## src/sv/bvu_pkg.sv

```systemverilog
// Shared constants, types and codes for the boid velocity update block.
package bvu_pkg;

  // Table depth; a power of two so the entry index wraps by masking.
  localparam int MAX_BOIDS = 64;
  localparam int AW        = $clog2(MAX_BOIDS);
  localparam int NW        = $clog2(MAX_BOIDS + 1);
  localparam int FS_W      = 7;
  localparam int CMP_W     = (NW > FS_W) ? NW : FS_W;

  localparam int Q_W       = 32;
  localparam int GAIN_W    = 31;
  localparam int ENTRY_W   = 4 * Q_W;
  localparam int VSUM_W    = AW + 33;
  localparam int SEP_W     = AW + 34;
  localparam int V_W       = 64;

  localparam int DIV_NUM_W = 64;
  localparam int DIV_DEN_W = 32;
  localparam int SQ_W      = 64;

  localparam int CFG_IDX_W = 3;

  localparam logic OP_LOAD   = 1'b0;
  localparam logic OP_UPDATE = 1'b1;

  typedef enum logic [CFG_IDX_W-1:0] {
    CFG_FLOCK_SIZE = 3'd0,
    CFG_COH_GAIN   = 3'd1,
    CFG_ALIGN_GAIN = 3'd2,
    CFG_SEP_RADIUS = 3'd3,
    CFG_MAX_SPEED  = 3'd4
  } cfg_idx_t;

endpackage

```

## src/sv/bvu_sqrt.sv

```systemverilog
// Integer square root, one result bit per cycle.
module bvu_sqrt import bvu_pkg::*; (
  input  logic              clk,
  input  logic              rst,
  input  logic              start,
  input  logic [SQ_W-1:0]   x,
  output logic              done,
  output logic [SQ_W/2-1:0] root
);

  logic [SQ_W-1:0] xr;
  logic [SQ_W-1:0] res;
  logic [SQ_W-1:0] bitr;
  logic [SQ_W-1:0] trial;
  logic            busy;

  assign trial = res + bitr;
  assign root  = res[SQ_W/2-1:0];

  always_ff @(posedge clk) begin
    if (rst) begin
      busy <= 1'b0;
      done <= 1'b0;
    end else begin
      done <= 1'b0;
      if (start) begin
        xr   <= x;
        res  <= '0;
        bitr <= SQ_W'(1) << (SQ_W - 2);
        busy <= 1'b1;
      end else if (busy) begin
        if (xr >= trial) begin
          xr  <= xr - trial;
          res <= (res >> 1) + bitr;
        end else begin
          res <= res >> 1;
        end
        bitr <= bitr >> 2;
        if (bitr[0]) begin
          busy <= 1'b0;
          done <= 1'b1;
        end
      end
    end
  end

endmodule

```

## config.mk

```make
export PLATFORM = sky130hd
export DESIGN_NAME = bvu_sqrt
export DESIGN_NICKNAME = d
export VERILOG_FILES = /design/src/sv/bvu_pkg.sv /design/src/sv/bvu_sqrt.sv
export SDC_FILE = /design/constraint.sdc
export NUM_CORES = 1
export LEC_CHECK = 0
export ABC_CLOCK_PERIOD_IN_PS = 17400
export BUFFER_PORTS_ARGS = -buffer_cell sky130_fd_sc_hd__buf_2
export CORE_MARGIN = 2
export CORE_UTILIZATION = 35
export DETAILED_ROUTE_END_ITERATION = 10
export PLACE_DENSITY = 0.5
export REMOVE_ABC_BUFFERS = 1
export SLEW_MARGIN = 10
export SYNTH_ARGS = -nofsm -noshare
export SYNTH_HDL_FRONTEND = slang
export SYNTH_SLANG_ARGS = --single-unit
```

## constraint.sdc

```tcl
create_clock -name clk -period 17.4 [get_ports clk]
set_input_delay 5.22 -clock clk [delete_from_list [all_inputs] [get_ports clk]]
set_output_delay 5.22 -clock clk [all_outputs]
set_load 0.03 [all_outputs]
```

==> out/qor_table.md <==
| Result | Reported | Unit |
| --- | --- | --- |
| Total routing resource utilization after global routing | 20.6 | % |
| Clk_lat worst skew | 0.48 | ns |
| Buffer depth of the longest clock path | 2 | - |
| Count of different cell masters after synthesis | 83 | - |
| Floorplan row count | 78 | - |
| Power density cells | 101 | nW/um^2 |
| Crit path required time | 17.49 | ns |
| Met1 GRT Util | 25.6 | % |
| Post-Synthesis Mean Instance Area | 8.46 | sq um |
| Most frequently used flop master after synthesis | edfxtp_1 | - |
| Worst Reg2Reg Path Length in Cells | 20 | - |
| Library cell with the largest summed area after synthesis | edfxtp_1 | - |
| Count of TritonRoute iterations in the first routing pass | 8 | - |
| CP Class | flop to flop | - |
| Top-Level Pins | 100 | - |
| # Max-Cap Violations | 0 | - |
| Critical path data arrival time | 7.31 | ns |
| Most common library cells after synthesis | nand2_1, nor2_1, edfxtp_1 | - |
| Critical Path End Type | flop | - |
| Fraction of the yosys area taken by sequential cells | 30.4 | % |
| VDD IR max | 0.0519 | mV |
| Critical path fanouts, max | 64 | - |
| Outcome | complete, no violations | - |
| Met2 track demand over resource in global routing | 37.2 | % |
| Non-Filler Cell Area, Final | 17,300 | sq um |
| Smallest hold slack | 0.503 | ns |
| Cell area reported after detailed placement | 16,700 | sq um |
| Area growth syn-to-layout | 8.33 | % |
| Main area contributors after synthesis | edfxtp_1, ha_1, xor2_1, o21ai_0, nand2_1 | - |
| Met3 capacity usage during global routing | 2.96 | % |
| Fill cells | 4,687 | - |
| Worst Setup Start Kind | flop | - |
| Accumulated negative setup slack | 0 | ns |
| Layout Utilization | 38.3 | % |
| Final Skew | 0.0135 | ns |
| Vias in the first global route | 13.9k | - |
| # setup viols final | 0 | - |
| Yosys top cell area share | 30.1 | % |
| Post-detailed-route wirelength per cell | 19.3 | microns |
| CTS clock-pin slew for the worst setup and hold paths | 0.07 | ns |
| Number of hold buffers added after CTS | 0 | - |
| Register bit total from synthesis | 162 | - |
| Leftover overflow at the end of global routing | 0 | - |
| Port-buffer cells | 99 | - |
| Total Wirelength | 48,600 | microns |
| Routed via count | 14.2k | - |
| Total leakage power | 6.49 | nW |
| Initial core utilization | 35.3 | % |
| Fraction of layout instances using a drive strength above 1 | 10.2 | % |
| Gate Count Post-Synth | 1,887 | - |
| Maximum operating frequency | 139 | MHz |
| Total die area | 47,300 | sq um |
| Wire length of the first global-routing pass | 76,900 | microns |
| Via-to-Cell Ratio | 5.66 | - |
| Overall power | 1.74 | mW |
| Post-CTS Repair Setup Buffers | 0 | - |
| Minimum setup slack among reg-to-reg paths | 10.18 | ns |
| Die Width | 218 | microns |
| Antenna violations before repair | 0 | - |
| EDFF count, synth | 160 | - |
| Violation count after the first detailed-routing iteration | 1,003 | - |
| Tightest slew margin relative to the limit | 35.5 | % |
| Minimum clock period after layout | 7.22 | ns |
| Slew at the pin closest to its max-slew limit | 0.967 | ns |
| Core outline area | 45,200 | sq um |
| Count leader, synth | nand2_1 | - |
| Synth Cell Area | 16,000 | sq um |
| Weighted congestion at the end of routability-driven global placement | 0.892 | - |
| Total inserted antenna cells | 0 | - |
| Nets@finish | 2,099 | - |
| Global route hottest layer | met2 | - |
| Final antenna-violating net count | 0 | - |
| Detailed-placement wirelength estimate | 37,200 | microns |
| Max Slew Vio Count | 0 | - |
| Critical path launch point | res[8]$_SDFFCE_PP0P_ | - |
| Maximum number of pins on one net before global-route repair | 81 | - |
| Maximum level of the CTS H-tree | 4 | - |
| Crit path to | xr[51]$_DFFE_PP_ | - |
| Reg2Reg Launch Point | res[8]$_SDFFCE_PP0P_ | - |
| Number of warnings issued by yosys | 0 | - |
| Number of remaining DRC errors | 0 | - |
| Final hold violations | 0 | - |
| Vertical die dimension | 218 | microns |
| TritonCTS clock tree | yes | - |
| Fraction of registers with async set/reset | 0 | % |
| Inserted Clock Buffers | 17 | - |
| Worst min-delay path category | flop to flop | - |
| Unrepaired setup endpoints after global routing | no | - |
| Root Driver | clkbuf_16 | - |
| Number of cells upsized or downsized after cts | 0 | - |
| Period utilisation layout | 41.5 | % |
| Count of clock tree sinks | 162 | - |
| Worst reg2reg path endpoint | xr[51]$_DFFE_PP_ | - |
[registers in the layout, summed over array words and instances, names as in the netlist]
signal and cells:
done 1, res 64, bitr 32, busy 1, xr 64
[cell families (layout without fill, tap and decap cells)]
kind of cell | Yosys count | in the layout | share of synthesized area (%)
and+or+nand+nor | 658 | 658 | 19.6
DFF | 162 | 162 | 30.4
xor gates and xnor gates | 159 | 159 | 8.73
muxes | 5 | 5 | 0.345
adders and majority gates | 131 | 131 | 10.3
AOI/OAI and AO/OA | 617 | 617 | 26.0
buffers and inverters | 155 | 182 | 4.69
[cells in the final DEF (no fill, tap or decap), types with 42 or more instances in the layout]
master      n
a21o_1     45
a21oi_1   118
a31oi_1    59
buf_2      98
edfxtp_1  160
ha_1      130
nand2_1   206
nand4_1    48
nor2_1    169
nor2b_1    47
nor3_1     42
o21ai_0   156
o21bai_1   48
xnor2_1    69
xor2_1     90
[where the power goes]
part,internal (mW),switching (mW),total [mW]
clock,0.201,0.191,0.393
combinational,0.309,0.500,0.809
sequential,0.494,0.0482,0.542
[layer usage]
layer	wire length (microns)	part of all wire [%]	up-vias
li1	-	-	7083
met1	21700	45	6840
met2	24400	50	264
met3	1620	3.3	39
met4	863	1.8	0
met5	0	0	-
[final cells by class]
class	count	area (sq um)	share of cell area, %
clock inverters	15	148	0.854
well taps	600	751	4.34
flip-flops and latches	162	4840	28.0
clock buffers	17	425	2.46
repair buffers	110	584	3.38
multi-input cells	1570	10400	60.1
inverters	40	150	0.868
[critical path: stages, from the launching register on]
cell,delay (ns)
edfxtp_1,0.53
ha_1,0.39
nand4_1,0.19
o31ai_1,0.58
nor4b_1,0.44
or3_1,0.28
o31a_1,0.26
o2111ai_2,0.16
a21oi_1,0.35
nor2_1,0.15
xor2_1,0.21
ha_1,0.41
nand2_1,0.14
nor3_1,0.37
nand4_1,0.26
a2111oi_4,0.36
buf_4,0.39
nor2_2,0.07
buf_4,0.26
a21boi_4,0.19
buf_4,0.71
[worst min-delay path by stage]
stage	startpoint	endpoint	slack, ns	cells past startpoint
finish	busy$_SDFF_PP0_	done$_SDFF_PP0_	0.50	1
global route	busy$_SDFF_PP0_	done$_SDFF_PP0_	0.52	1
CTS	busy$_SDFF_PP0_	done$_SDFF_PP0_	0.50	1
detailed placement	busy$_SDFF_PP0_	done$_SDFF_PP0_	0.49	1
global placement	busy$_SDFF_PP0_	done$_SDFF_PP0_	0.49	1
floorplan	busy$_SDFF_PP0_	done$_SDFF_PP0_	0.46	1
[metrics by stage]
step           cells  worst slack (ns)
2_1_floorplan   1772              2.60
3_3_place_gp    2482              9.96
3_5_place_dp    2482              9.93
4_1_cts         2514             10.29
5_1_grt         2514              9.80
6_report        2514             10.18
Power figures use the tool's default switching activity.
