**src/sv/bvu_pkg.sv**
```systemverilog
// Shared constants, types and codes for the boid velocity update block.
package bvu_pkg;

  // Table depth; a power of two so the entry index wraps by masking.
  localparam int MAX_BOIDS = 64;
  localparam int AW        = $clog2(MAX_BOIDS);
  localparam int NW        = $clog2(MAX_BOIDS + 1);
  localparam int FS_W      = 7;
  localparam int CMP_W     = (NW > FS_W) ? NW : FS_W;

  localparam int Q_W       = 32;
  localparam int GAIN_W    = 31;
  localparam int ENTRY_W   = 4 * Q_W;
  localparam int VSUM_W    = AW + 33;
  localparam int SEP_W     = AW + 34;
  localparam int V_W       = 64;

  localparam int DIV_NUM_W = 64;
  localparam int DIV_DEN_W = 32;
  localparam int SQ_W      = 64;

  localparam int CFG_IDX_W = 3;

  localparam logic OP_LOAD   = 1'b0;
  localparam logic OP_UPDATE = 1'b1;

  typedef enum logic [CFG_IDX_W-1:0] {
    CFG_FLOCK_SIZE = 3'd0,
    CFG_COH_GAIN   = 3'd1,
    CFG_ALIGN_GAIN = 3'd2,
    CFG_SEP_RADIUS = 3'd3,
    CFG_MAX_SPEED  = 3'd4
  } cfg_idx_t;

endpackage

```
**src/sv/bvu_div.sv**
```systemverilog
// Unsigned restoring divider, two quotient bits per cycle.
module bvu_div import bvu_pkg::*; (
  input  logic                 clk,
  input  logic                 rst,
  input  logic                 start,
  input  logic [DIV_NUM_W-1:0] num,
  input  logic [DIV_DEN_W-1:0] den,
  output logic                 done,
  output logic [DIV_NUM_W-1:0] quo
);

  localparam int STEPS = DIV_NUM_W / 2;
  localparam int CW    = $clog2(STEPS);

  logic [DIV_DEN_W-1:0] rem;
  logic [DIV_DEN_W-1:0] den_r;
  logic [CW-1:0]        cnt;
  logic                 busy;
  logic [DIV_DEN_W:0]   s1;
  logic [DIV_DEN_W:0]   s2;

  // One restoring step: shift in a numerator bit, subtract when it fits.
  function automatic logic [DIV_DEN_W:0] div_step(input logic [DIV_DEN_W-1:0] r,
                                                  input logic b,
                                                  input logic [DIV_DEN_W-1:0] d);
    logic [DIV_DEN_W:0] t;
    t = {r, b};
    if (t >= {1'b0, d}) begin
      return {1'b1, DIV_DEN_W'(t - {1'b0, d})};
    end
    return {1'b0, t[DIV_DEN_W-1:0]};
  endfunction

  assign s1 = div_step(rem, quo[DIV_NUM_W-1], den_r);
  assign s2 = div_step(s1[DIV_DEN_W-1:0], quo[DIV_NUM_W-2], den_r);

  always_ff @(posedge clk) begin
    if (rst) begin
      busy <= 1'b0;
      done <= 1'b0;
      cnt  <= '0;
    end else begin
      done <= 1'b0;
      if (start) begin
        quo   <= num;
        den_r <= den;
        rem   <= '0;
        cnt   <= '0;
        busy  <= 1'b1;
      end else if (busy) begin
        quo <= {quo[DIV_NUM_W-3:0], s1[DIV_DEN_W], s2[DIV_DEN_W]};
        rem <= s2[DIV_DEN_W-1:0];
        cnt <= cnt + 1'b1;
        if (cnt == CW'(STEPS - 1)) begin
          busy <= 1'b0;
          done <= 1'b1;
        end
      end
    end
  end

endmodule

```
**config.mk**
```make
export PLATFORM = sky130hd
export DESIGN_NAME = bvu_div
export DESIGN_NICKNAME = d
export VERILOG_FILES = /design/src/sv/bvu_pkg.sv /design/src/sv/bvu_div.sv
export SDC_FILE = /design/constraint.sdc
export NUM_CORES = 1
export LEC_CHECK = 0
export ABC_AREA = 1
export BUFFER_PORTS_ARGS = -buffer_cell sky130_fd_sc_hd__buf_2
export CAP_MARGIN = 0
export CORE_MARGIN = 2
export CORE_UTILIZATION = 45
export DETAILED_ROUTE_END_ITERATION = 12
export GPL_TIMING_DRIVEN = 0
export PLACE_DENSITY = 0.66
export SLEW_MARGIN = 20
export SYNTH_ARGS = -nofsm -noshare
export SYNTH_HDL_FRONTEND = slang
export SYNTH_SLANG_ARGS = --single-unit
export TNS_END_PERCENT = 10
```
**constraint.sdc**
```tcl
create_clock -name clk -period 5.3 [get_ports clk]
set_clock_uncertainty 0.15 [all_clocks]
set_input_delay 0.265 -clock clk [delete_from_list [all_inputs] [get_ports clk]]
set_output_delay 0.265 -clock clk [all_outputs]
set_load 0.02 [all_outputs]
```
==> results summary <==
The final hold violation count came out at 0. The congestion estimate from routability-driven global placement came to approximately 0.94. The largest single stage delay on the critical path is 0.37 ns. Max-cap violations in this run came to 0. The share of the synthesized netlist area taken by xor and xnor gates is 2.30%.

The synthesized area divided by synthesized cell count came out at 7.13 µm². The number of antenna diodes in the final layout is 0. The multiplexer share of the synthesized area came out at 0%. The number of setup buffers added after CTS came out at 0. The ratio of total power to cell area came out at about 670 nW/µm². During synthesis, Yosys emitted a total of 0 warnings. The number of flops mapped to enable cells by yosys is 128.

With fillers left out, the area of the finished cells amounts to ~13000 µm². The cell area that synthesis handed to floorplanning was about 11000 µm². After synthesis, the cell types taking the most area are edfxtp_1 (36%), nand2_1 (21%), ha_1 (7.8%). The initial antenna violation count is 0.

The highest-delay cell along the critical path is ha_1. The post-route setup TNS is 0 ns. The CTS clock-pin slew for the worst setup and hold paths is ~0.060 ns. Setup repair after global routing left no endpoint under its margin. The worst min-delay path startpoint is rst. The count of buffers from port buffering came out at approximately 160. The setup violation total in the final timing report came out at 0.

The via count of the first global-routing pass is ~11000. The count of unresolved DRC violations after routing is 0. The final critical path takes up between 90% and 100% of the cycle. In the synthesized netlist, the cells that appear most often are nand2_1 (606), inv_1 (193), edfxtp_1 (128). The flow ran to the end, and the final reports show no timing, DRC or antenna violations. For this run, the leading register cell type out of synthesis is edfxtp_1. The worst hold path belongs to the class in2reg. 164 I/O pins were placed. The cell count after synthesis came out at about 1500. In the global route stage, overall resource usage came out at between 20% and 30%. The library cell with the highest instance count after synthesis is nand2_1. Leaving out filler cells and counting taps, the final layout contains approximately 2100.

The number of instances in the placed design came out at 1978. TritonCTS built the clock tree. The die covers approximately 25000 µm². The number of slew-limit violations in the final report is 0.

The clock drives between 100 and 150 sinks. The startpoint identified for the worst register-to-register timing path is den_r[7]. The total of flip-flops plus latches after synthesis is roughly 140. The minimum clock period is roughly 5.0 ns. After synthesis, the largest family of logic cells by area is simple AND/OR/NAND/NOR gates. The initialized floorplan defines 56 standard-cell rows. Detailed placement finished with a half-perimeter wire length of ~27000 µm. Of the synthesized area, sequential elements account for roughly 37%. In this design, the critical path's most frequently occurring cell is nand2_1. The relative area change from synthesis to final layout came out at 26.5%.

The tightest slew margin relative to the limit is about half. The buffer and inverter count on the worst path came out at 4. The transition at the pin with the smallest max-transition slack is roughly 0.73 ns. The via density per instance is between 5 and 6. The worst voltage drop across the vdd grid came out at just over 0.3 mV. The H-tree depth reported by CTS is 4. The analysis attributes to cell leakage a power of around 6.8 nW. For this block, the routed nets add up to between 30000 and 40000 µm of wire. Summing all placed instances gives a cell area of approximately 12000 µm². The starting density of the core is a little under half. The largest fanout of any net on the critical path came out at 10. The cell type contributing the most total cell area after synthesis is edfxtp_1. The filler cell count is 2153. The count of cell types in the netlist came out at 47. The detailed router finished its first iteration with ~660 violations. The die is approximately 160 µm tall. The fraction of registers with async set or reset after synthesis is 0%. The post-layout net count came out at about 1900. The average routed wire per standard cell is between 15 and 20 µm. The data arrival at the endpoint of the critical path is about 5 ns. The number of buffers added by the clock tree synthesis step came out at 17. The most critical setup path has its startpoint at den_r[7]. The adder and majority gate portion of the synthesized area is 8.13%. The root buffer cell chosen for the clock tree is clkbuf_16. Summed over all layers, the global routing overflow is 0. The region available for standard cell placement spans about 23000 µm².

The fraction of the mapped netlist area in simple logic gates is 36.7%. Static timing analysis puts the maximum clock frequency at 201 MHz. The chip width is about 160 µm. The net count of the mapped netlist came out at ~1700. Entering global routing, the biggest net connects between 50 and 60 pins. For this run, the detailed router's first-pass iteration total came to 6. The area share of the largest cell type after synthesis is between 30% and 40%. The wire length of the first global-routing pass came out at 53100 µm. The worst setup path is launched from a flop. The class of the most critical setup path is reg2reg. The later-pin clock latency in the skew report is between 0.4 and 0.5 ns. The number of nets with antenna violations after detailed routing is 0. At the worst endpoint, the required time is 5.32 ns. Broken down by cell family, the worst path's largest delay share belongs to simple AND/OR/NAND/NOR gates. The share of final-layout standard cells stronger than drive strength 1 came out at between 10% and 20%.

The worst setup path is captured at a flop. The maximum number of buffers from clock root to sink is 2. The number of vias in the routed layout is between 10000 and 15000.

The compound-cell area share of the yosys netlist came out at ~6.2%.
cells in the final DEF (no fill, tap or decap), drive strengths merged, types with 3 or more instances in the layout:
cell type    count
nand3b           5
a31oi            6
a21oi           57
ha              66
edfxtp         128
o21bai           7
nor2           103
xor2            25
dlygate4sd3     96
nand4           48
xnor2            3
o21ai           29
nor3            17
nand2          611
nand3          104
o211ai           3
clkinv          10
or2             19
dfxtp            7
a21o             7
clkbuf          30
and2             3
inv            202
buf            189
final timing paths:
kind	endpoint	slack, ns	depth (start not counted)
hold / removal	cnt[0]	0.03	4
setup reg to reg	rem[25]	0.32	26
hold reg to reg	cnt[4]	0.37	2
setup / recovery	rem[25]	0.32	26
through the flow:
stage               hold slack, ns  worst slack, ns  util [%]  total power, mW
floorplan                    0.214             1.36         -             6.15
global placement             0.292           0.0779      50.9             7.65
detailed placement           0.293           0.0660      51.2             7.71
CTS                        0.00439           0.0391      57.6             8.93
global route                0.0790          0.00934      57.8             9.85
finish                      0.0300            0.318      57.8             9.04
power by group:
group	switching (mW)	total [mW]	leakage [nW]	internal, mW
Combinational	4.14	6.31	5.27	2.18
Clock	0.480	1.12	0.273	0.645
Sequential	0.107	1.60	1.29	1.49
Total	4.72	9.04	6.83	4.31
state kept, by name, summed over array words and instances, names as in the netlist:
signal	flops
done	1
cnt	5
quo	64
busy	1
rem	32
den_r	32
cells by family (layout without fill, tap and decap cells):
| family | after synthesis | after routing |
|---|---|---|
| buffers and inverters | 237 | 530 |
| and+or+nand+nor | 911 | 911 |
| AOI/OAI and AO/OA | 115 | 115 |
| DFF | 135 | 135 |
| adders and majority gates | 68 | 68 |
| xor gates and xnor gates | 28 | 28 |
worst min-delay path: cells and delay by family:
| family | cells | cell delay, ns |
|---|---|---|
| buffers and inverters | 1 | 0.12 |
| and+or+nand+nor | 2 | 0.10 |
| AOI/OAI and AO/OA | 1 | 0.07 |
repair_timing:
| item | 4_1_cts | 5_1_grt |
|---|---|---|
| resized for setup | 0 | 7 |
| endpoints found under the setup margin | 0 | 33 |
| hold endpoints to repair | 95 | 1 |
| hold buffers | 95 | 1 |
layer usage:
metal | wire (µm) | track usage [%] | vias up
met2 | 16200 | 48.1 | 412
met3 | 2350 | 4.87 | 70
li1 | - | - | 5406
met1 | 14000 | 34.9 | 4805
met4 | 1110 | 10.2 | 0
met5 | 0 | 0 | -
layout make-up:
cell class	count	area (µm²)	area share, %
Inverter	200	758	5.63
Clock inverter	15	128	0.947
Sequential cell	135	3980	29.6
Multi-Input combinational cell	1122	5710	42.4
Timing Repair Buffer	261	1830	13.6
Clock buffer	17	425	3.16
Buffer	37	239	1.77
Tap cell	319	399	2.96
Note: power is estimated with default switching activity, not from simulation.
