--- src/sv/bvu_ram.sv ---
// Generic simple dual-port RAM with one write port and a registered read port.
module bvu_ram #(
  parameter int WIDTH = 8,
  parameter int DEPTH = 16
) (
  input  logic                     clk,
  input  logic                     we,
  input  logic [$clog2(DEPTH)-1:0] waddr,
  input  logic [WIDTH-1:0]         wdata,
  input  logic [$clog2(DEPTH)-1:0] raddr,
  output logic [WIDTH-1:0]         rdata
);

  logic [WIDTH-1:0] mem [DEPTH];

  always_ff @(posedge clk) begin
    if (we) begin
      mem[waddr] <= wdata;
    end
    rdata <= mem[raddr];
  end

endmodule

--- config.mk ---
export PLATFORM = sky130hd
export DESIGN_NAME = bvu_ram
export DESIGN_NICKNAME = d
export VERILOG_FILES = /design/src/sv/bvu_ram.sv
export SDC_FILE = /design/constraint.sdc
export NUM_CORES = 1
export LEC_CHECK = 0
export BUFFER_PORTS_ARGS = -buffer_cell sky130_fd_sc_hd__buf_2
export CAP_MARGIN = 25
export CORE_ASPECT_RATIO = 1.25
export CORE_MARGIN = 4
export CORE_UTILIZATION = 45
export CTS_CLUSTER_DIAMETER = 80
export CTS_CLUSTER_SIZE = 8
export DETAILED_ROUTE_END_ITERATION = 6
export SLEW_MARGIN = 20
export SYNTH_ARGS = -nofsm -noshare
export SYNTH_HDL_FRONTEND = slang
export SYNTH_SLANG_ARGS = --single-unit
--- constraint.sdc ---
create_clock -name clk -period 1.9 [get_ports clk]
set_input_delay 0.095 -clock clk [delete_from_list [all_inputs] [get_ports clk]]
set_output_delay 0.095 -clock clk [all_outputs]
set_load 0.01 [all_outputs]
==> results of run 1 <==
registers in the layout, summed over array words and instances, names as in the netlist:
signal	flops
mem	128
rdata	8
layout make-up:
type | count | area [sq um]
repair buffers | 53 | 360
fillers | 823 | 4960
clock inverters | 14 | 159
clock buffers | 17 | 425
flip-flops and latches | 136 | 4000
well taps | 135 | 169
multi-input cells | 83 | 1060
cell families (layout without fill, tap and decap cells):
kind of cell / after synthesis / count (layout) / synth area share [%]
AO/OA/AOI/OAI: 16 / 16 / 2.33
buffers and inverters: 10 / 84 / 1.68
flip-flops: 136 / 136 / 77.8
multiplexers: 32 / 32 / 15.0
AND/OR/NAND/NOR: 35 / 35 / 3.18
cells in the final DEF (no fill, tap or decap), drive strengths merged:
cell and instances:
edfxtp 128, buf 53, mux4 32, clkbuf 17, a22oi 16, nor2 13, nand2 9, dfxtp 8
clkinv 7, nor3 4, clkinvlp 4, bufinv 3, nand3b 2, nand2b 2, nor2b 1, and2 1
and2b 1, nand3 1, or3b 1
worst max-delay path by stage:
stage	slack [ps]	cells past startpoint	end
after global placement	350	5	rdata[5]
after global routing	480	3	rdata[7]
after CTS	540	3	rdata[5]
after detailed placement	340	5	rdata[5]
after floorplan	310	2	mem[0][0]
final	520	3	rdata[5]
stage by stage:
step           setup slack [ps]  util, %
2_1_floorplan               312        -
3_3_place_gp                353     50.2
3_5_place_dp                342     50.2
4_1_cts                     544     55.4
5_1_grt                     480     55.4
6_report                    517     55.4
power breakdown:
group	total [mW]	switching (mW)	internal (mW)
Clock	3.21	1.18	2.04
Combinational	0.316	0.177	0.139
Sequential	3.38	0.0212	3.35
per-layer routing:
metal	routed length, um	vias to the layer above
li1	-	1092
met1	4360	1269
met2	4940	71
met3	364	15
met4	190	0
met5	0	-
critical path, stage by stage, from the launching register on:
cell and delay (ps):
edfxtp_1 360, mux4_1 510, a22oi_1 320, nand2_1 80
==> impl_metrics.json, run 1 <==
{
  "status": "finished, final reports clean",
  "reg2reg_to": "rdata[5]",
  "htreeDepth": 4,
  "hold_path_startpoint": "wdata[1]",
  "vias_per_cell": 5.59,
  "postLayoutCellArea_sq_mm": 0.00617,
  "hold_path_class": "input port to flop",
  "holdWs_ps": 66.7,
  "grt_pass1_vias": 2578,
  "required_ps": 2180,
  "max_freq_mhz": 723,
  "cts_setup_buffers": 0,
  "fp.dieW_um": 104,
  "synth_edf_count": 128,
  "synth_cell_type_count": 19,
  "r2r_slack_ps": 520,
  "syn-num-nets": 247,
  "final_cells": 438,
  "die-area_sq_mm": 0.0132,
  "ctsLongestPathBuffers": 2,
  "netlist_area_sq_mm": 0.00515,
  "drt-pass1-iter-count": 4,
  "max_cap_violations": 0,
  "place_area_sq_mm": 0.00559,
  "clock_skew_ps": 4.49,
  "syn_inst": 229,
  "grt.met3_usage_pct": 4.04,
  "ant_nets": 0,
  "ys.warnings.count": 0,
  "min_period_ps": 1380,
  "syn_area_per_cell_sq_um": 22.5,
  "cts_tree": "done",
  "wire_per_inst_um": 22.5,
  "ys_ff_latch": 136,
  "cts_resized": 0,
  "slew_viol_final": 0,
  "coreArea_sq_mm": 0.0111,
  "routed_wirelength_um": 9860,
  "yosysTopAreaCell": "edfxtp_1",
  "p_per_area_mw_per_mm2": 1120,
  "worstMarginPinSlew_ps": 436,
  "async_reset_ff_share_pct": 0,
  "core.rowCount": 43,
  "cp_max_fo": 1,
  "whs_endpoint": "mem[11][1]",
  "clk_latency_ps": 410,
  "hold_violations": 0,
  "overflow": 0,
  "drtIter0Drc": 187,
  "drc_errors": 0,
  "ys_seq_area_share_pct": 77.8,
  "fp.dieH_um": 128,
  "leakagePower_nw": 2.13,
  "ir_drop_mv": 0.633,
  "nets": 309,
  "grt_max_degree": 33,
  "ctsHoldBuffers": 0,
  "portBuffers": 25,
  "hpwlAfterDp_um": 6410,
  "fin_tns_setup_ps": 0,
  "finalCritPeriodShare_pct": 72.8,
  "ioPinCount": 26,
  "synthTopCellsByCount": "edfxtp_1 (128), mux4_2 (18), a22oi_1 (16), mux4_1 (14), nor2_1 (13)",
  "synthTopCellsByArea": "edfxtp_1 (75%), mux4_2 (7.9%), mux4_1 (7.1%), dfxtp_1 (3.1%), a22oi_1 (2.3%)",
  "critPathLaunch": "mem[9][5]",
  "gp_congestion": 0.724,
  "critPathKind": "flop to flop",
  "reg2reg_depth": 3,
  "yosysMostFrequentCell": "edfxtp_1",
  "whs_path_depth": 1,
  "met2_usage_pct": 26.0,
  "cts_root_buffer": "clkbuf_16",
  "grt_pass1_wl_um": 15400,
  "slew_headroom_pct": 70.9,
  "syn_to_final_growth_pct": 20.0,
  "top_usage_layer": "met2",
  "clk_pin_slew_ps": 60,
  "initial_core_util_pct": 46.2,
  "synth_flop_cell": "edfxtp_1",
  "cts_buffers": 17,
  "r2r_start": "mem[9][5]",
  "yosys.area.top_type_share_pct": 74.7,
  "startpoint_type": "flop",
  "met1_usage_pct": 21.4,
  "vias": 2447,
  "endpoint_kind": "flop",
  "critPathArrivalTime_ps": 1660,
  "setup_viol": 0,
  "num_antenna_cells": 0,
  "rsz0062_at_grt": "no",
  "dp_cells": 407,
  "antenna_found_initial": 0,
  "drive_above_1_share_pct": 34.0,
  "grt_use_total_pct": 16.2,
  "clock_sinks": 136,
  "power_mw": 6.91
}
Power figures use the tool's default switching activity.
==> run 2, diff against run 1 <==
--- a/config.mk
+++ b/config.mk
@@ -5,6 +5,7 @@
 export SDC_FILE = /design/constraint.sdc
 export NUM_CORES = 1
 export LEC_CHECK = 0
+export ABC_AREA = 1
 export BUFFER_PORTS_ARGS = -buffer_cell sky130_fd_sc_hd__buf_2
 export CAP_MARGIN = 25
 export CORE_ASPECT_RATIO = 1.25
==> constraint.sdc (replaced) <==
create_clock -name clk -period 1.4 [get_ports clk]
set_input_delay 0.07 -clock clk [delete_from_list [all_inputs] [get_ports clk]]
set_output_delay 0.07 -clock clk [all_outputs]
set_load 0.01 [all_outputs]
==> run 2 against run 1 <==
Non-clock buffer count decreased by 3. Synthesized cell count increased by 140%. Final cell count increased by 77%. Hold slack got worse by 38 ps. Critical endpoint unchanged. Largest cell class unchanged.
==> impl_metrics.json, run 2 <==
{
  "yosysMostFrequentCell": "nand2_1",
  "ctsLongestPathBuffers": 2,
  "hpwlAfterDp_um": 8200,
  "cts_buffers": 17,
  "syn_to_final_growth_pct": 17.2,
  "fin_tns_setup_ps": 0,
  "cpMostUsedCell": "nand3_1",
  "synth_edf_count": 128,
  "hold_path_class": "input port to flop",
  "num_antenna_cells": 0,
  "yosys.area.top_type_share_pct": 66.7,
  "overflow": 0,
  "htreeDepth": 4,
  "vias": 3885,
  "critPathArrivalTime_ps": 1300,
  "gp_congestion": 0.816,
  "critPathLaunch": "mem[5][5]",
  "ys.warnings.count": 0,
  "r2r_start": "mem[5][5]",
  "vias_per_cell": 5.00,
  "fp.dieH_um": 135,
  "die-area_sq_mm": 0.0147,
  "grt_pass1_vias": 3744,
  "portBuffers": 25,
  "cts_tree": "done",
  "holdWs_ps": 28.4,
  "antenna_found_initial": 0,
  "ctsHoldBuffers": 0,
  "grt_max_degree": 65,
  "nets": 614,
  "syn-num-nets": 569,
  "critPathKind": "flop to flop",
  "initial_core_util_pct": 45.8,
  "grt_use_total_pct": 19.2,
  "power_mw": 9.72,
  "synthTopCellsByArea": "edfxtp_1 (67%), nand2_1 (11%), nand3_1 (8.4%), inv_1 (6.5%), dfxtp_1 (2.8%)",
  "drc_errors": 0,
  "fp.dieW_um": 109,
  "syn_inst": 551,
  "core.rowCount": 46,
  "ys_ff_latch": 136,
  "startpoint_type": "flop",
  "dp_cells": 745,
  "finalCritPeriodShare_pct": 71.5,
  "final_cells": 777,
  "hold_violations": 0,
  "status": "finished, final reports clean",
  "slew_viol_final": 0,
  "max_stage_delay_ps": 350,
  "drive_above_1_share_pct": 13.1,
  "cp_num_buf_inv": 1,
  "cts_setup_buffers": 0,
  "largest_reg_flops": 128,
  "cp_max_fo": 1,
  "cp.depth": 6,
  "synthTopCellsByCount": "nand2_1 (173), edfxtp_1 (128), inv_1 (100), nand3_1 (97), nor2_1 (17)",
  "drtIter0Drc": 222,
  "slowest_stage": "edfxtp_1",
  "yosysTopAreaCell": "edfxtp_1",
  "ant_nets": 0,
  "cts_root_buffer": "clkbuf_16",
  "clock_skew_ps": 5.06,
  "crit_end": "rdata[5]",
  "reg2reg_depth": 6,
  "ir_drop_mv": 1.24,
  "p_per_area_mw_per_mm2": 1440,
  "min_period_ps": 1000,
  "netlist_area_sq_mm": 0.00577,
  "coreArea_sq_mm": 0.0126,
  "reg2reg_to": "rdata[5]",
  "reg_top3": "mem (128), rdata (8)",
  "regMostFlops": "mem",
  "cts_resized": 0,
  "synth_flop_cell": "edfxtp_1",
  "cp_top_family": "simple AND/OR/NAND/NOR gates",
  "setup_viol": 0,
  "worstMarginPinSlew_ps": 620,
  "wire_per_inst_um": 16.8,
  "drt-pass1-iter-count": 5,
  "max_freq_mhz": 999,
  "clk_pin_slew_ps": 60,
  "path_cells": "inv_1, nand2_1, nand3_1, nand3_1, nand3_1, nand2_1",
  "syn_area_per_cell_sq_um": 10.5,
  "endpoint_kind": "flop",
  "layout_setup_ws_ps": 399,
  "r2r_slack_ps": 400,
  "required_ps": 1700,
  "ys_seq_area_share_pct": 69.4,
  "rsz0062_at_grt": "no",
  "leakagePower_nw": 2.95,
  "ioPinCount": 26,
  "slew_headroom_pct": 58.6,
  "clock_sinks": 136,
  "dp_slack_ps": 158,
  "routed_wirelength_um": 13100,
  "fillers": 1076,
  "hold_path_startpoint": "raddr[3]",
  "synth_cell_type_count": 12,
  "async_reset_ff_share_pct": 0,
  "clk_latency_ps": 410,
  "final_common_cell": "nand2_1",
  "most-common-layout-cells": "nand2_1 (173), edfxtp_1 (128), inv_1 (100)",
  "max_cap_violations": 0,
  "grt_pass1_wl_um": 20700
}
==> run 2: cell types whose count changed after synthesis, moves of 4 or more <==
cell | previous run | this run
nand2_1 | 9 | 173
inv_1 | 0 | 100
nand3_1 | 1 | 97
mux4_2 | 18 | 0
a22oi_1 | 16 | 0
mux4_1 | 14 | 0
buf_2 | 3 | 13
nor2_1 | 13 | 17
nor3_1 | 4 | 0
==> run 2: stage by stage <==
step / utilization, % / cell area (sq um)
final: 53.6 / 6760
after global routing: 53.6 / 6760
after CTS: 53.6 / 6760
after detailed placement: 48.8 / 6150
after global placement: 48.8 / 6150
after floorplan: - / 5770
==> run 2: power breakdown <==
group	total, mW	internal, mW	leakage (nW)	switching (mW)
clock	4.58	2.99	0.297	1.59
combinational	0.563	0.171	1.43	0.392
sequential	4.59	4.55	1.22	0.0319
==> run 2: worst reg2reg max path, cell delays in order (launching register included) <==
cell,delay [ps]
edfxtp_1,350
inv_1,70
nand2_1,50
nand3_1,90
nand3_1,90
nand3_1,170
nand2_1,80
==> run 2: layout make-up <==
type                            count  area (sq um)  share of cell area, %
Sequential cell                   136          4000                   59.2
Multi-Input combinational cell    289          1210                   18.0
Clock buffer                       25           495                   7.33
Inverter                          102           383                   5.66
Timing Repair Buffer               50           338                   5.00
Tap cell                          168           210                   3.11
Clock inverter                      7           116                   1.72
==> run 2: layer usage <==
layer	track usage [%]	vias to the layer above	wire length, um
li1	-	1860	-
met1	25.0	1888	5680
met2	30.9	113	6420
met3	4.45	24	617
met4	8.04	0	367
met5	0	-	0
==> run 2: worst min-delay path by stage <==
stage                            to  slack [ps]  depth (start not counted)
after floorplan           mem[0][0]         170                          0
after global placement     rdata[6]         450                          3
after detailed placement   rdata[6]         450                          3
after CTS                  rdata[5]          10                          3
after global routing       rdata[1]          40                          3
final                      rdata[6]          30                          3
==> run 2: logic make-up (layout without fill, tap and decap cells) <==
group / count (synthesis) / in the layout / share of synthesized area [%]
AND/OR/NAND/NOR: 289 / 289 / 21.0
flip-flops: 136 / 136 / 69.4
buffers and inverters: 126 / 184 / 9.52
==> run 3, diff against run 2 <==
==> constraint.sdc (replaced) <==
create_clock -name clk -period 0.8 [get_ports clk]
set_input_delay 0.04 -clock clk [delete_from_list [all_inputs] [get_ports clk]]
set_output_delay 0.04 -clock clk [all_outputs]
set_load 0.01 [all_outputs]
==> run 3 against run 2 <==
The run now ends with negative setup slack left. Sequential power grew 75%. Power increased by 77%. Clock power grew 71%. Wire length rose by 1.1%. Non-clock buffer count increased by 12. Critical path type unchanged. Largest cell class unchanged. Largest power group unchanged.
==> impl_metrics.json, run 3 (synthesized netlist as in run 2, its figures left out) <==
{
  "status": "complete, but fails checks",
  "failed_checks": "negative setup slack",
  "layout_setup_ws_ps": -179,
  "critPathArrivalTime_ps": 1280,
  "wire_per_inst_um": 16.8,
  "routed_wirelength_um": 13200,
  "initial_core_util_pct": 45.8,
  "grt_pass1_vias": 3888,
  "r2r_start": "mem[0][6]",
  "leakagePower_nw": 3.15,
  "vias_per_cell": 4.89,
  "overflow": 0,
  "worstMarginPinSlew_ps": 368,
  "slowest_stage": "edfxtp_1",
  "regMostFlops": "mem",
  "ioPinCount": 26,
  "netSwitchingPower_mw": 3.70,
  "hpwlAfterDp_um": 8580,
  "required_ps": 1100,
  "critPathKind": "flop to flop",
  "clk_latency_ps": 410,
  "cts_tree": "done",
  "hold_violations": 0,
  "fp.dieH_um": 135,
  "grt_max_degree": 64,
  "whs_endpoint": "mem[1][3]",
  "nets": 626,
  "cts_setup_buffers": 0,
  "startpoint_type": "flop",
  "final_cells": 789,
  "holdWs_ps": 0.381,
  "grt_use_total_pct": 19.6,
  "hold_path_class": "input port to flop",
  "multi_input_area_sq_mm": 0.00155,
  "fillers": 1012,
  "reg2reg_depth": 6,
  "endpoint_kind": "flop",
  "min_period_ps": 979,
  "internal_power_mw": 13.5,
  "hold_path_startpoint": "wdata[3]",
  "swShare_pct": 21.5,
  "reg_top3": "mem (128), rdata (8)",
  "slew_headroom_pct": 75.4,
  "whs_path_depth": 2,
  "num_antenna_cells": 0,
  "cpMostUsedCell": "nand3_2",
  "ctsLongestPathBuffers": 2,
  "power_frac_seq_pct": 46.7,
  "path_cells": "inv_1, nand2_1, nand3_2, nand3_2, nand3_2, nand2_1",
  "gp_congestion": 0.864,
  "dp_cells": 755,
  "vias": 3862,
  "die-area_sq_mm": 0.0147,
  "max_stage_delay_ps": 380,
  "max_cap_violations": 0,
  "grt_pass1_wl_um": 21000,
  "ff_latch_area_sq_mm": 0.00401,
  "cp_max_fo": 1,
  "setup_viol": 16,
  "drt-pass1-iter-count": 5,
  "cts_buffers": 17,
  "clock_skew_ps": 7.77,
  "htreeDepth": 4,
  "drc_errors": 0,
  "finalCritPeriodShare_pct": 122,
  "finish.utilization_pct": 58.3,
  "power_frac_comb_pct": 7.6,
  "syn_to_final_growth_pct": 27.5,
  "fin_tns_setup_ps": -1760,
  "coreArea_sq_mm": 0.0126,
  "core.rowCount": 46,
  "most-common-layout-cells": "nand2_1 (168), edfxtp_1 (128), inv_1 (98)",
  "drtIter0Drc": 194,
  "final_common_cell": "nand2_1",
  "clkPwrFrac_pct": 45.7,
  "largest_reg_flops": 128,
  "portBuffers": 25,
  "clock_sinks": 136,
  "reg2reg_to": "rdata[6]",
  "max_freq_mhz": 1020,
  "ir_drop_mv": 1.61,
  "antenna_found_initial": 0,
  "postLayoutCellArea_sq_mm": 0.00735,
  "place_area_sq_mm": 0.00646,
  "ant_nets": 0,
  "drive_above_1_share_pct": 27.2,
  "fp.dieW_um": 109,
  "cts_root_buffer": "clkbuf_16",
  "r2r_slack_ps": -180,
  "slew_viol_final": 0,
  "clk_pin_slew_ps": 60,
  "rsz0062_at_grt": "yes",
  "p_per_area_mw_per_mm2": 2340
}
-- run 3: worst max path at each step --
stage / startpoint / to / slack [ps] / cells past startpoint
floorplan: waddr[2] / mem[10][0] / -110 / 2
global placement: raddr[0] / rdata[2] / -320 / 7
detailed placement: raddr[0] / rdata[2] / -330 / 7
CTS: mem[1][6] / rdata[6] / -150 / 6
global route: mem[5][0] / rdata[0] / -210 / 6
finish: mem[0][6] / rdata[6] / -180 / 6
-- run 3: metrics by stage --
stage	setup WS, ps	total power [mW]
3_5_place_dp	-329	9.35
3_3_place_gp	-319	9.34
4_1_cts	-154	17.2
5_1_grt	-209	17.7
6_report	-179	17.2
2_1_floorplan	-114	8.77
-- run 3: metal layers --
metal	share of wire, %	wire (um)	track usage (%)	vias to the layer above
li1	-	-	-	1884
met5	0	0	0	-
met2	52	6930	33.9	84
met1	41	5410	23.8	1859
met3	3.6	481	3.83	35
met4	3.2	418	8.39	0
-- run 3: repair_timing --
action | in CTS | in global routing
resized for setup | 34 | 26
endpoints found under the setup margin | 16 | 16
hold buffers | 2 | 0
hold endpoints to repair | 20 | 0
pin swaps | 19 | 12
-- run 3: layout make-up --
cell class	instances	share of cell area [%]
clock inverter	13	2.08
tap	168	2.86
timing repair buffer	62	8.10
sequential	136	54.5
clock buffer	19	6.16
inverter	102	5.21
multi-input combinational	289	21.1
-- run 3: worst max-delay path: cells and delay by family (launching register included) --
family / cells / cell delay (ps)
simple gates: 5 / 420
flops: 1 / 380
buf+inv: 1 / 60
-- run 3: power by group through the flow --
stage | Sequential (mW) | Clock [mW] | Combinational (mW)
6_report | 8.03 | 7.85 | 1.31
5_1_grt | 8.04 | 8.27 | 1.44
4_1_cts | 8.03 | 7.91 | 1.28
3_5_place_dp | 8.17 | 0 | 1.18
3_3_place_gp | 8.17 | 0 | 1.18
2_1_floorplan | 8.17 | 0 | 0.597
